--- src/hw/rtl/ppg_pkg.sv ---
// Shared types, constants and helper functions for the plasma pixel generator.
// Holds the grid geometry, the stream widths and one square-root digit step.
// No dependencies.
package ppg_pkg;

    // Grid geometry: distances are taken from the centre cell
    localparam int COLUMNS = 64;
    localparam int ROWS    = 64;
    localparam logic [8:0] CENTRE_X = 9'(COLUMNS / 2);
    localparam logic [8:0] CENTRE_Y = 9'(ROWS / 2);

    // Stream widths, padded to whole bytes
    localparam int IN_W  = 24;
    localparam int OUT_W = 32;

    // Number of pipeline stages, output register included
    localparam int NSTG = 10;

    // Phases that ride alongside the distance computation
    typedef struct packed {
        logic [7:0] p0;
        logic [7:0] p1;
        logic [7:0] p2;
        logic [7:0] t2;
    } t_carry;

    // Partial state of the digit-by-digit square root
    typedef struct packed {
        logic [8:0] rem;
        logic [7:0] root;
    } t_sq;

    // One restoring square-root step: bring in two radicand bits, try a 1 digit
    function automatic t_sq sqrt_step(t_sq s, logic [1:0] pair);
        logic [10:0] acc;
        logic [10:0] trial;
        t_sq         res;
        acc   = {s.rem, pair};
        trial = {1'b0, s.root, 2'b01};
        if (acc >= trial) begin
            res.rem  = 9'(acc - trial);
            res.root = {s.root[6:0], 1'b1};
        end else begin
            res.rem  = acc[8:0];
            res.root = {s.root[6:0], 1'b0};
        end
        return res;
    endfunction

endpackage

--- src/hw/rtl/plasma_pixel_generator_core.sv ---
// Plasma pixel generator: one heat-ramp colour per cell coordinate and frame time.
// An accepted input beat passes through the 10-stage pipeline, whose last stage is
// the output register, to the result beat; throughput is one beat per cycle while
// the sink keeps m_axis_tready high. Each stage holds its beat while the next cannot advance.
// Synchronous active-low reset clears every stage valid bit; payload is not reset.
// Depends on ppg_pkg.
module plasma_pixel_generator_core (
    input  logic                   i_clk,
    input  logic                   i_rst_n,
    input  logic                   s_axis_tvalid,
    output logic                   s_axis_tready,
    // [5:0] pixel_x, [11:6] pixel_y, [19:12] frame_time, [23:20] zero
    input  logic [ppg_pkg::IN_W-1:0]  s_axis_tdata,
    output logic                   m_axis_tvalid,
    input  logic                   m_axis_tready,
    // [7:0] palette_index, [15:8] red, [23:16] green, [31:24] blue
    output logic [ppg_pkg::OUT_W-1:0] m_axis_tdata
);
    import ppg_pkg::*;

    // Stage valid bits and per-stage advance enables
    logic [NSTG:1] r_vld;
    logic [NSTG:1] w_en;

    // Stage 1: squared offsets and the three direct phases
    logic [14:0] r1_dx2;
    logic [14:0] r1_dy2;
    t_carry      r1_car;

    // Stage 2 (index 0) and the four root stages (index 1..4);
    // the radicand is not registered past the third root stage
    logic [15:0] r_sn  [4];
    t_sq         r_sq  [5];
    t_carry      r_sc  [5];

    // Stage 7: distance phase
    logic [7:0]  r7_p3;
    t_carry      r7_car;

    // Stage 8: wave magnitudes before scaling
    logic [12:0] r8_mag [4];
    logic [3:0]  r8_neg;

    // Stage 9: palette index
    logic [7:0]  r9_idx;

    // Stage 10: output register
    logic [7:0]  r_idx;
    logic [7:0]  r_red;
    logic [7:0]  r_grn;
    logic [7:0]  r_blu;

    // Input field split
    logic [5:0]  w_x;
    logic [5:0]  w_y;
    logic [7:0]  w_t;
    assign w_x = s_axis_tdata[5:0];
    assign w_y = s_axis_tdata[11:6];
    assign w_t = s_axis_tdata[19:12];

    // Advance a stage when it is empty or its successor advances
    always_comb begin
        w_en[NSTG] = !r_vld[NSTG] || m_axis_tready;
        for (int k = NSTG - 1; k >= 1; k--) begin
            w_en[k] = !r_vld[k] || w_en[k+1];
        end
    end

    assign s_axis_tready = w_en[1];

    // Valid bits travel with the beats
    always_ff @(posedge i_clk) begin
        if (!i_rst_n) begin
            r_vld <= '0;
        end else begin
            if (w_en[1]) begin
                r_vld[1] <= s_axis_tvalid;
            end
            for (int k = 2; k <= NSTG; k++) begin
                if (w_en[k]) begin
                    r_vld[k] <= r_vld[k-1];
                end
            end
        end
    end

    // Stage 1: centre offsets, their squares and the linear phases
    logic signed [8:0] n_dx;
    logic signed [8:0] n_dy;
    logic [7:0]        n_ax;
    logic [7:0]        n_ay;
    t_carry            n_car;
    always_comb begin
        n_dx = $signed({3'b000, w_x}) - $signed(CENTRE_X);
        n_dy = $signed({3'b000, w_y}) - $signed(CENTRE_Y);
        n_ax = n_dx[8] ? 8'(-n_dx) : n_dx[7:0];
        n_ay = n_dy[8] ? 8'(-n_dy) : n_dy[7:0];
        n_car.p0 = 8'({2'b00, w_x} * 8'd5 + w_t);
        n_car.p1 = 8'({2'b00, w_y} * 8'd5 - w_t);
        n_car.p2 = 8'(({2'b00, w_x} + {2'b00, w_y}) * 8'd3 + w_t);
        n_car.t2 = {w_t[6:0], 1'b0};
    end

    always_ff @(posedge i_clk) begin
        if (w_en[1]) begin
            r1_dx2 <= 15'({8'h00, n_ax} * {8'h00, n_ax});
            r1_dy2 <= 15'({8'h00, n_ay} * {8'h00, n_ay});
            r1_car <= n_car;
        end
    end

    // Stage 2: squared distance, root state cleared
    always_ff @(posedge i_clk) begin
        if (w_en[2]) begin
            r_sn[0] <= 16'(r1_dx2) + 16'(r1_dy2);
            r_sq[0] <= '0;
            r_sc[0] <= r1_car;
        end
    end

    // Stages 3 to 6: two root digits per stage, most significant first
    for (genvar j = 1; j <= 4; j++) begin : g_sqrt
        localparam int HI = 9 - 2 * j;
        localparam int LO = 8 - 2 * j;
        t_sq n_mid;
        t_sq n_out;
        always_comb begin
            n_mid = sqrt_step(r_sq[j-1], r_sn[j-1][2*HI +: 2]);
            n_out = sqrt_step(n_mid,     r_sn[j-1][2*LO +: 2]);
        end
        always_ff @(posedge i_clk) begin
            if (w_en[2+j]) begin
                r_sq[j] <= n_out;
                r_sc[j] <= r_sc[j-1];
            end
        end
        // Pass the radicand on while later root stages still need it
        if (j < 4) begin : g_pass
            always_ff @(posedge i_clk) begin
                if (w_en[2+j]) begin
                    r_sn[j] <= r_sn[j-1];
                end
            end
        end
    end

    // Stage 7: radial phase from the root
    always_ff @(posedge i_clk) begin
        if (w_en[7]) begin
            r7_p3  <= 8'({3'b000, r_sq[4].root} * 11'd6 + {3'b000, r_sc[4].t2});
            r7_car <= r_sc[4];
        end
    end

    // Stage 8: parabola h*(128-h) for each of the four phases
    logic [7:0] w_ph [4];
    assign w_ph[0] = r7_car.p0;
    assign w_ph[1] = r7_car.p1;
    assign w_ph[2] = r7_car.p2;
    assign w_ph[3] = r7_p3;

    for (genvar k = 0; k < 4; k++) begin : g_wave
        logic [14:0] n_prod;
        assign n_prod = {8'h00, w_ph[k][6:0]} * {7'h00, 8'd128 - {1'b0, w_ph[k][6:0]}};
        always_ff @(posedge i_clk) begin
            if (w_en[8]) begin
                r8_mag[k] <= n_prod[12:0];
                r8_neg[k] <= w_ph[k][7];
            end
        end
    end

    // Stage 9: scale, cap, sign, sum and map to the palette
    logic signed [10:0] n_wv [4];
    logic signed [10:0] n_sum;
    logic [7:0]         n_sc;
    always_comb begin
        n_sum = 11'sd512;
        for (int k = 0; k < 4; k++) begin
            n_sc    = 8'(r8_mag[k] >> 5);
            if (n_sc > 8'd127) begin
                n_sc = 8'd127;
            end
            n_wv[k] = r8_neg[k] ? -$signed({3'b000, n_sc}) : $signed({3'b000, n_sc});
            n_sum   = n_sum + n_wv[k];
        end
    end

    always_ff @(posedge i_clk) begin
        if (w_en[9]) begin
            r9_idx <= n_sum[9:2];
        end
    end

    // Stage 10: mirrored heat ramp into the output register
    logic [7:0] n_lvl;
    logic [9:0] n_r;
    logic [9:0] n_g;
    logic [9:0] n_b;
    always_comb begin
        n_lvl = r9_idx[7] ? {~r9_idx[6:0], 1'b0} : {r9_idx[6:0], 1'b0};
        priority if (n_lvl < 8'd85) begin
            n_r = 10'(n_lvl) * 10'd3;
            n_g = '0;
            n_b = '0;
        end else if (n_lvl < 8'd170) begin
            n_r = 10'd255;
            n_g = 10'(n_lvl - 8'd85) * 10'd3;
            n_b = '0;
        end else begin
            n_r = 10'd255;
            n_g = 10'd255;
            n_b = 10'(n_lvl - 8'd170) * 10'd3;
        end
    end

    always_ff @(posedge i_clk) begin
        if (w_en[10]) begin
            r_idx <= r9_idx;
            r_red <= (n_r > 10'd255) ? 8'd255 : n_r[7:0];
            r_grn <= (n_g > 10'd255) ? 8'd255 : n_g[7:0];
            r_blu <= (n_b > 10'd255) ? 8'd255 : n_b[7:0];
        end
    end

    assign m_axis_tvalid = r_vld[NSTG];
    assign m_axis_tdata  = {r_blu, r_grn, r_red, r_idx};

endmodule

--- config.mk ---
export PLATFORM = sky130hd
export DESIGN_NAME = plasma_pixel_generator_core
export DESIGN_NICKNAME = d
export VERILOG_FILES = /design/src/hw/rtl/ppg_pkg.sv /design/src/hw/rtl/plasma_pixel_generator_core.sv
export SDC_FILE = /design/constraint.sdc
export NUM_CORES = 1
export LEC_CHECK = 0
export BUFFER_PORTS_ARGS = -buffer_cell sky130_fd_sc_hd__buf_2
export CAP_MARGIN = 30
export CORE_MARGIN = 4
export CORE_UTILIZATION = 69
export CTS_CLUSTER_DIAMETER = 80
export DETAILED_ROUTE_END_ITERATION = 10
export HOLD_SLACK_MARGIN = 0.05
export PLACE_DENSITY = 0.87
export SYNTH_ARGS = -nofsm -noshare
export SYNTH_HDL_FRONTEND = slang
export SYNTH_SLANG_ARGS = --single-unit
--- constraint.sdc ---
create_clock -name i_clk -period 8.5 [get_ports i_clk]
set_input_delay 1.7 -clock i_clk [delete_from_list [all_inputs] [get_ports i_clk]]
set_output_delay 1.7 -clock i_clk [all_outputs]
set_load 0.01 [all_outputs]
==> results of run 1 <==
[layout by cell type (no fill, tap or decap), drive strengths merged, types with 39 or more instances in the layout]
cell type / n
a21o: 40
a21oi: 147
buf: 67
clkbuf: 52
conb: 71
edfxtp: 405
fa: 192
ha: 336
inv: 373
nand2: 81
nand2b: 55
nor2: 158
nor2b: 74
o21ai: 39
xnor2: 163
[area by class of cell]
class / count / area, µm²
Fill cell: 2487 / 9560
Multi-Input combinational cell: 1674 / 15200
Sequential cell: 415 / 12400
Inverter: 371 / 1390
Tap cell: 532 / 666
Clock buffer: 52 / 1120
Timing Repair Buffer: 67 / 430
Clock inverter: 27 / 329
[sequential cells by signal, indices dropped and copies added (netlist names), 14 cells and up]
signal	cells
r1_car	31
r1_dx2	14
r1_dy2	14
r7_car	24
r8_mag	32
r_sc	155
r_sn	40
r_sq	44
[cells by family after synthesis]
| family | Yosys count | share of synthesized area |
|---|---|---|
| xor+xnor | 200 | 0.0614 |
| mux | 15 | 0.00570 |
| compound gates | 331 | 0.0735 |
| flops | 415 | 0.430 |
| fa+ha+maj | 528 | 0.280 |
| buf+inv | 399 | 0.0531 |
| other cells | 2 | 0.000261 |
| simple gates | 529 | 0.0969 |
[critical path: stages]
cell	delay, ns
buf_2	0.19
inv_1	0.25
ha_1	0.26
nor3b_1	0.27
nor2_1	0.09
xnor2_1	0.23
nor2_1	0.23
inv_1	0.10
fa_1	0.40
inv_1	0.07
fa_1	0.43
ha_1	0.29
inv_1	0.05
fa_1	0.53
inv_1	0.07
ha_1	0.35
a21oi_1	0.26
nor2b_1	0.10
o211ai_1	0.19
nand2_1	0.13
a41oi_1	0.28
nor2b_1	0.20
xnor2_1	0.08
[metal layers]
metal,vias up,track usage
met5,-,0
met4,0,0.0711
met3,115,0.0300
met2,402,0.449
met1,8483,0.294
li1,8469,-
[stage by stage]
step	hold slack (ns)	instance area (µm²)	worst slack [ns]	std cells
6_report	0.411	31500	2.07	3138
5_1_grt	0.418	31500	1.74	3138
4_1_cts	0.395	31500	2.12	3138
3_5_place_dp	0.405	30000	1.63	3059
3_3_place_gp	0.400	29900	1.89	3054
2_1_floorplan	0.400	29000	2.29	2488
[Yosys cell counts, types with 6 or more instances]
cell / count
nor4b_1: 7
o21ai_0: 37
dfxtp_1: 10
nor3b_1: 20
nor4_1: 8
xnor2_1: 161
mux2i_1: 7
and2_1: 31
nand3_1: 12
o21a_1: 20
and3_1: 7
edfxtp_1: 405
nor3_1: 36
inv_1: 367
a21o_1: 40
xor2_1: 37
ha_1: 336
nand2b_1: 55
nor2b_1: 74
a21oi_1: 144
fa_1: 192
o21bai_1: 23
or2_2: 8
mux2_2: 7
a21boi_0: 6
nand2_1: 80
nor2_1: 156
or3_1: 11
o22ai_1: 7
clkbuf_1: 24
[final timing paths]
| path | end | slack, ns | depth (start not counted) |
|---|---|---|---|
| worst max register to register | r8_mag[2][12] | 2.81 | 19 |
| worst min register to register | r_sc[0][103] | 0.41 | 0 |
| worst min-delay path | r_sc[0][103] | 0.41 | 0 |
| worst max-delay path | r1_dx2[12] | 2.07 | 23 |
==> impl.org, run 1 <==
** Outcome
- Outcome :: finished clean

** Critical path
- Worst Path Arrival :: about 6.8 ns
- Required time of the worst setup path :: 8.81 ns
- Start of the worst register-to-register path :: r7_car[8]
- Critical Path Start Type :: input port
- In this run the worst path has a maximum fanout of 8.
- Crit. End Element :: flip-flop
- Tracing the worst setup path back leads to its startpoint at s_axis_tdata[0].
- Crit path kind :: input port to flip-flop

** Flow run
- Across the run, the number of max-cap violations was 0.

** Global route
- Overall Global Routing Usage :: 0.241
- Overflow left after global routing :: 0
- Antenna violations before repair :: 0
- Maximum number of pins on one net before global-route repair :: a little over 60
- The first global-routing pass estimated between 80 and 90 mm of wire.
- The number of global-route vias before repair is 18600.

** Final layout
- After the last flow step, the layout net total stands at 3128.
- For this run, the share of the core covered by cells in the final layout is 0.767.
- In the final layout, the share of cells above drive strength 1 is 0.0691.
- The number of antenna diodes in the final layout is 0.
- The area growth from synthesis to layout is 9.31%.

** STA
- Setup violations remaining at the end of the flow were counted as 0.
- Max-slew violation count :: 0
- Fmax :: 155 MHz
- Worst Clk Skew :: 0.0257 ns
- The number of failing hold endpoints at the final stage was 0.
- Part of the cycle the worst path needs :: 0.757
- Setup total negative slack :: 0 ns
- Min Tclk post-route :: between 6 and 7 ns
- Unrepaired setup endpoints after global routing :: false
- Headroom to the max-slew limit :: 0.404
- For the pin with the worst max-slew slack, the measured transition is 0.892 ns.

** Hold path
- The worst hold path begins at r_sc[0][71].
- The path class of the tightest hold or removal check is flip-flop to flip-flop.

** Clocking
- For the worst-skew pair, the clock arrives at the later sink with an insertion delay of roughly 0.57 ns.
- Number of setup buffers added after CTS :: 0
- CTS Buf Count :: 43
- TritonCTS built the clock tree.
- Clock input transition at the sequential cells of the worst setup and hold paths :: ~0.07 ns
- Hold buffer count at cts :: 0
- The root buffer cell chosen for the clock tree is clkbuf_16.
- Maximum level of the CTS H-tree :: 2
- Cts repair resizes :: 0
- The longest clock path from root to sink contains 3 buffers.
- The tree built by TritonCTS fans out to 415 sinks.

** Detailed routing
- Number of detailed-route iterations in the first pass :: 5
- Routed met3 length :: ~2.1 mm
- DRC violations left :: 0
- Routed Wire Length :: 52.4 mm
- Vias per inst :: 5.57
- Iter 0 DRT Violations :: roughly 1000
- In the final routed layout, each cell accounts on average for around 17 µm.
- M1 WL :: ~21 mm
- Top sig layer :: met4
- Detail Route met2 WL :: 27.5 mm
- The detailed router placed 17500 vias in this run.
- In this run the remaining antenna-violating nets after routing total 0.

** Die
- During I/O placement, the number of pins put on the boundary was 62.
- Area of the core :: 41000 µm²
- The initial utilization of the core area, before any placement, comes to 0.702.
- Measured along the x axis, the die boundary spans 212 µm.
- From bottom edge to top edge, the die measures 212 µm.
- After floorplanning, the core was divided into 74 placement rows.
- The die covers between 40000 and 50000 µm².

** Logic synthesis
- Yosys mapped the design onto 83 distinct sky130hd cell types.
- Yosys printed 0 warnings.
- Counting flops and latches in the post-synthesis netlist gives 415.
- Proportion of netlist area held by the largest area contributor :: 0.423
- Cell area after synthesis :: approximately 29000 µm²
- Of all flip-flops after synthesis, the portion carrying an async set or reset was 0.
- Most used flip-flop cell after synthesis :: edfxtp_1
- The average instance in the mapped netlist occupies around 12 µm².
- The largest total area in the synthesized netlist belongs to edfxtp_1.
- Synthesized instance count :: between 2000 and 2500
- Sequential share of the synthesized area :: 0.430
- By area the synthesized netlist is led by edfxtp_1 (42%), ha_1 (15%), fa_1 (13%).
- Counting flops with a built-in enable in the synthesized netlist gives 405.

** Placement
- Count of buffers from port buffering :: 57
- Detail Placement HPWL :: ~40 mm
- GPL Wtd Cong :: 0.869
Power of run 1 is not shown: default switching activity piles up to over one toggle a cycle in this logic, so the estimate is an artifact.
==> inputs of run 2 (changes only) <==
- CORE_UTILIZATION: 69 -> 58
- PLACE_DENSITY: 0.87 -> 0.78
- clock period: 8.5 -> 5.8 ns (I/O delays scaled with it)
==> impl.org, run 2 (synthesis gave the netlist of run 1 again) <==
** Global route
- Vias in the first global route :: 18500 (-0.75%)
- Overall Global Routing Usage :: 0.195 (-0.0453)
- The global-route wire length before repair is 85.5 mm (-3.3%).
- Antenna violations before repair :: 0 (unchanged)
- Maximum number of pins on one net before global-route repair :: 61 (unchanged)
- Overflow left after global routing :: 0 (unchanged)

** Critical path
- The maximum cell stage delay along the critical path is 0.53 ns (about the same).
- Cell with the biggest individual delay on the critical path :: fa_1
- Crit path kind :: flip-flop to flip-flop
- The path length in cells of the critical path was 19 (-17%).
- Crit. End Element :: flip-flop
- The data arrival time of the critical path is 5.80 ns (-0.95 ns).
- Traced cell by cell, the critical path runs through inv_1 -> ha_1 -> nor3b_1 -> ha_1 -> nand2b_1 -> fa_1 -> fa_1 -> inv_1 -> fa_1 -> inv_1 -> fa_1 -> inv_1 -> ha_1 -> and2_1 -> o21ai_0 -> o21ai_0 -> or4_1 -> a31oi_1 -> xnor2_1.
- The highest fanout seen on the critical path is 6 (-2).
- The number of cell instances on the worst register-to-register path was 19 (unchanged).
- Required time of the worst setup path :: 6.12 ns (-2.69 ns)
- STA classifies the critical path startpoint as a flip-flop.
- Broken down by cell family, the worst path's largest delay share belongs to adder cells.
- The number of buffers and inverters on the critical path came to 4 (-2).

** Die
- The number of placed I/O pins is 62 (unchanged).
- The width of the chip is 231 µm (+8.7%).
- The die outline area was 53200 µm² (+18%).
- Starting density of the core :: 0.588 (-0.114)
- Number of placement rows :: 81 (+9.5%)
- Height of the chip :: 231 µm (+8.7%)
- Area of the core :: 49000 µm² (+19%)

** Detailed routing
- The per-cell via count in the routed design is 5.25 (-5.6%).
- The wire length reported by the detailed router came to 50.1 mm (-4.4%).
- Number of detailed-route iterations in the first pass :: 5 (unchanged)
- Post-route antenna net violation count :: 0 (unchanged)
- Vias after detailed routing :: 17300 (-0.90%)
- The average wire per cell in the routed design is 15.2 µm (-8.9%).
- DRC violations left :: 0 (unchanged)
- The number of DRC markers after the initial detailed-route iteration was 734 (-27%).

** STA
- The clock period could shrink to ~5.5 ns.
- Hold Vio Cnt, Final :: 0 (unchanged)
- Setup repair after global routing left no endpoint under its margin.
- Part of the cycle the worst path needs :: 0.944
- The final setup skew came to 0.0192 ns (-0.00649 ns).
- Final setup fails :: 0 (unchanged)
- Worst Tran Pin Value :: 0.994 ns (+0.102 ns)
- The count of final max-slew check failures came to 0 (unchanged).
- Derived from the worst setup path, the maximum achievable clock frequency is 183 MHz.
- Headroom to the max-slew limit :: 0.335 (-0.0691)

** Flow run
- Max-cap check violation count :: 0 (unchanged)

** Final layout
- Registers with the most flip-flops :: r_sc (155), r_sq (44), r_sn (40)
- The register with the most flip-flops in the final layout is r_sc.
- Most used cells in the layout excluding fill and tap cells :: edfxtp_1 (405), inv_1 (364), ha_1 (336), fa_1 (192), xnor2_1 (161)
- Ant. Diodes :: 0 (unchanged)
- The share of cells above drive strength 1 was 0.0813 (+0.0123).
- Count of nets after finishing :: 3153 (+0.80%)
- Synthesis-to-layout area growth :: 10.8%
- Leading cell type in the layout, fill and taps excluded :: edfxtp_1
- The post-route cell area is 31900 µm² (+1.3%).
- Flip-flop count of the largest register after layout :: 155 (unchanged)

** Clocking
- The clock sink total is 415 (unchanged).
- The TritonCTS buffer count came to 44 (+2.3%).
- The tree is rooted in a clkbuf_16.
- The clock insertion delay at the later pin of the skew report is 0.58 ns (about the same).
- Hold buffer count at cts :: 0 (unchanged)
- Maximum clock path buffer count :: 3 (unchanged)
- CTS tree :: built
- The buffer count from post-CTS setup fixing is 0 (unchanged).
- Maximum level of the CTS H-tree :: 2 (unchanged)
- The clock transition at the register clock pins on the worst setup and hold paths after CTS is 0.06 ns (about the same).

** Outcome
- The run finished with clean final reports.

** Placement
- Count of buffers from port buffering :: 57 (unchanged)
- The area after detailed placement is 30300 µm² (+0.98%).
- The placed wire-length estimate after detailed placement is 39.5 mm (-0.84%).
- The final weighted congestion of routability-driven global placement was 0.870 (+0.15%).

** Hold path
- Hold WC Path Type :: flip-flop to flip-flop
- Number of stages on the worst hold path :: 0 (unchanged)
-- run 2: cell types whose count changed in the layout (fill, tap and decap cells not counted), sizes merged --
cell	change
clkinv	+2
clkbuf	-4
bufinv	+3
buf	+24
-- run 2: final timing paths --
check | slack (ns) | startpoint | end
max | 0.32 | r7_car[9] | r8_mag[2][12]
min | 0.41 | r_sc[0][5] | r_sc[0][37]
max reg2reg | 0.32 | r7_car[9] | r8_mag[2][12]
min reg2reg | 0.41 | r_sc[0][5] | r_sc[0][37]
-- run 2: routing by layer --
| layer | vias up | track usage | part of all wire | wire, µm |
|---|---|---|---|---|
| li1 | 8522 | - | - | - |
| met2 | 274 | 0.364 | 0.53 | 26400 |
| met4 | 0 | 0.0825 | 0.047 | 2330 |
| met5 | - | 0 | 0 | 0 |
| met1 | 8394 | 0.223 | 0.39 | 19700 |
| met3 | 121 | 0.0297 | 0.033 | 1660 |
-- run 2: repair_timing --
action                                  CTS  global route
endpoints found under the setup margin    0             3
endpoints found under the hold margin     0             0
resized for setup                         0             3
-- run 2: metrics by stage --
step / hold slack (ns) / utilization / std cells / setup TNS (ns) / worst slack (ns)
2_1_floorplan: 0.400 / - / 2488 / 0 / 0.298
3_3_place_gp: 0.400 / 0.618 / 3212 / 0 / 0.0978
3_5_place_dp: 0.405 / 0.619 / 3214 / -0.00660 / -0.00660
4_1_cts: 0.414 / 0.651 / 3294 / 0 / 0.218
5_1_grt: 0.420 / 0.651 / 3295 / 0 / 0.00495
6_report: 0.414 / 0.651 / 3295 / 0 / 0.323
-- run 2: layout make-up --
type	count	area [µm²]
clock buffer	48	1130
timing repair buffer	91	578
fill	3679	17100
inverter	371	1390
clock inverter	32	414
sequential	415	12400
multi-input combinational	1674	15200
tap	664	831
Power of run 2 is left out for the same reason.
==> inputs of run 3 (changes only) <==
- CORE_UTILIZATION: 58 -> 64
- PLACE_DENSITY: 0.78 -> 0.81
- RECOVER_POWER: unset -> 100
- clock period: 5.8 -> 5.3 ns (I/O delays scaled with it)
==> impl.org, run 3 (synthesis gave the netlist of run 1 again) <==
** Outcome
- The flow ran to the end, but the final reports show violations.
- Violations in the final reports :: max-capacitance violations, max-slew violations

** Final layout
- Flip-flop count of the largest register after layout :: 155 (unchanged)
- Register with the most flip-flops :: r_sc
- Ant. Diodes :: 0 (unchanged)
- Leading cell type in the layout, fill and taps excluded :: edfxtp_1
- In the final layout, the registers with the most flip-flops are r_sc (155), r_sq (44), r_sn (40).
- The library cells used most frequently in the layout, excluding fill and tap cells, are edfxtp_1 (405), inv_1 (363), ha_1 (332), fa_1 (192), xnor2_1 (161).
- Share of cells above drive strength 1 :: 0.0877 (+0.00636)
- The number of nets in the final layout is 3217 (+2.0%).
- The post-route cell area was 32200 µm² (+0.95%).
- Synthesis-to-layout area growth :: 11.8%

** Hold path
- The worst hold path stage count came to 0 (unchanged).
- In this run the most critical hold path is launched from r_sc[0][91].
- The tightest min-delay check is of the flip-flop to flip-flop type.
- For hold timing, the worst endpoint is r_sc[0][123].

** STA
- Fmax :: 193 MHz (+6.0%)
- Final worst slack :: 0.131 ns (-0.191 ns)
- Worst-case hold slack :: 0.411 ns (-0.00312 ns)
- The ratio of final minimum period to clock period is 0.975 (+0.0309).
- The count of final max-slew check failures came to 292 (+292).
- Hold Vio Cnt, Final :: 0 (unchanged)
- Setup total negative slack :: 0 ns (unchanged)
- The clock period minus worst slack came to 5.17 ns (-0.309 ns).
- Unrepaired setup endpoints after global routing :: true
- The final setup skew is 0.0469 ns (+0.0277 ns).
- The slew of the pin with the lowest slew margin is 2.08 ns (+1.09 ns).
- Headroom to the max-slew limit :: -0.390 (-0.724)
- The final-report setup violation count is 0 (unchanged).

** Critical path
- Cell type group with the largest total delay on the critical path :: adder cells
- The critical path required time is 5.58 ns (-0.54 ns).
- The worst setup path is captured at a flip-flop.
- The most numerous cell type found on the critical path is fa_1.
- STA classifies the critical path startpoint as a flip-flop.
- Critical path cell sequence :: inv_2 -> ha_2 -> nor3b_4 -> ha_1 -> nand2b_1 -> fa_1 -> fa_1 -> inv_1 -> fa_1 -> inv_1 -> fa_1 -> inv_1 -> ha_2 -> and2_1 -> o21ai_1 -> o21ai_1 -> or4_4 -> a31oi_4 -> xnor2_1
- Start of the worst register-to-register path :: r7_car[9]
- The number of cell instances on the worst register-to-register path came to 19 (unchanged).
- Crit-path max FO :: 4 (-2)
- Crit path kind :: flip-flop to flip-flop
- The maximum cell stage delay along the critical path is 0.58 ns (+0.05 ns).
- Worst Path Arrival :: 5.45 ns (-0.35 ns)
- Among all stages on the critical path, the largest delay is contributed by or4_4.
- R2r setup slk :: 0.13 ns (-0.19 ns)
- Buffers and inverters on the worst path :: 4 (unchanged)
- Reg2reg end :: r8_mag[2][12]

** Placement
- Post-Place Cell Area :: 30700 µm² (+1.2%)
- Count of buffers from port buffering :: 57 (unchanged)
- Detail Placement HPWL :: 39.2 mm (-0.61%)
- The setup slack at placement came to -0.247 ns (-0.241 ns).
- The final weighted congestion of routability-driven global placement came to 0.898 (+3.2%).

** Die
- X dimension of the die :: 220 µm (-4.6%)
- The number of placement rows is 77 (-4.9%).
- The height of the die was 220 µm (-4.6%).
- The core region area is 44300 µm² (-9.5%).
- The die outline area was 48400 µm² (-9.1%).
- I/O pin total :: 62 (unchanged)
- Starting density of the core :: 0.649 (+0.0615)

** Detailed routing
- Vias after detailed routing :: 17600 (+1.6%)
- The average wire per cell in the routed design was 15.8 µm (+3.9%).
- Iter 0 DRT Violations :: 832 (+13%)
- The count of unresolved DRC violations after routing was 0 (unchanged).
- The per-cell via count in the routed design was 5.36 (+2.0%).
- The wire length reported by the detailed router came to 51.8 mm (+3.5%).
- The number of antenna-violating nets in the routed design came to 0 (unchanged).
- The length of the first detailed-routing pass in iterations was 5 (unchanged).

** Global route
- Overflow left after global routing :: 0 (unchanged)
- The total routing resource utilization after global routing was 0.218 (+0.0226).
- Antenna violations before repair :: 0 (unchanged)
- Global-route wire length before repair :: 86.2 mm (+0.80%)
- Vias in the first global route :: 18300 (-1.1%)
- Maximum number of pins on one net before global-route repair :: 61 (unchanged)

** Clocking
- The clock insertion delay at the later pin of the skew report was 0.57 ns (about the same).
- The hold-fix buffer count after cts is 0 (unchanged).
- Maximum level of the CTS H-tree :: 2 (unchanged)
- Maximum clock path buffer count :: 3 (unchanged)
- The TritonCTS buffer count was 41 (-6.8%).
- The clock sink total was 415 (unchanged).
- The clock transition at the register clock pins on the worst setup and hold paths after CTS is 0.06 ns (about the same).
- TritonCTS built the clock tree.
- CTS Root Cell :: clkbuf_16

** Flow run
- The max-cap violation count was 8 (+8).
## run 3: cell types whose count changed in the layout (fill, tap and decap cells not counted), sizes merged
cell,change
buf,+11
bufinv,-1
clkbuf,+54
clkinv,-2
clkinvlp,-1
inv,-1
## run 3: final cells by class
cell class	instances	area (µm²)
clock inverters	27	392
inverters	371	1400
clock buffers	46	1060
well taps	592	741
multi-input cells	1674	15300
flip-flops and latches	415	12400
repair buffers	158	945
fillers	2954	12100
## run 3: how the worst max path moves through the flow
stage                          to            start  depth (start not counted)  slack, ns
floorplan              r1_dx2[12]  s_axis_tdata[2]                         14      0.007
global placement       r1_dy2[12]  s_axis_tdata[6]                         21      -0.12
detailed placement     r1_dy2[12]  s_axis_tdata[6]                         21      -0.25
CTS                 r8_mag[1][12]       r7_car[17]                         20      0.004
global route        r8_mag[1][12]       r7_car[17]                         19      -0.11
finish              r8_mag[2][12]        r7_car[9]                         19       0.13
## run 3: what timing repair did
item,4_1_cts,5_1_grt
pin swaps,1,9
endpoints found under the hold margin,0,0
gates resized for setup,2,36
setup buffers,0,10
endpoints found under the setup margin,2,11
## run 3: stage by stage
stage | utilization | instances
finish | 0.726 | 3283
global route | 0.726 | 3283
CTS | 0.725 | 3271
detailed placement | 0.692 | 3198
global placement | 0.691 | 3196
floorplan | - | 2488
## run 3: metal layers
metal  track usage  up-vias  part of all wire
met5             0        -                 0
met4        0.0571        0             0.025
met3        0.0261       92             0.035
met2         0.411      314              0.53
met1         0.265     8546              0.41
li1              -     8644                 -
## run 3: worst reg2reg max path, delay by kind of cell, from the launching register on
family                     cells  cell delay (ns)
AOI/OAI and AO/OA              3             0.38
xor gates and xnor gates       1             0.08
adders and majority gates      7             2.64
buffers and inverters          4             0.24
DFF                            1             0.45
and+or+nand+nor                4             1.08
Power of run 3 is left out for the same reason.
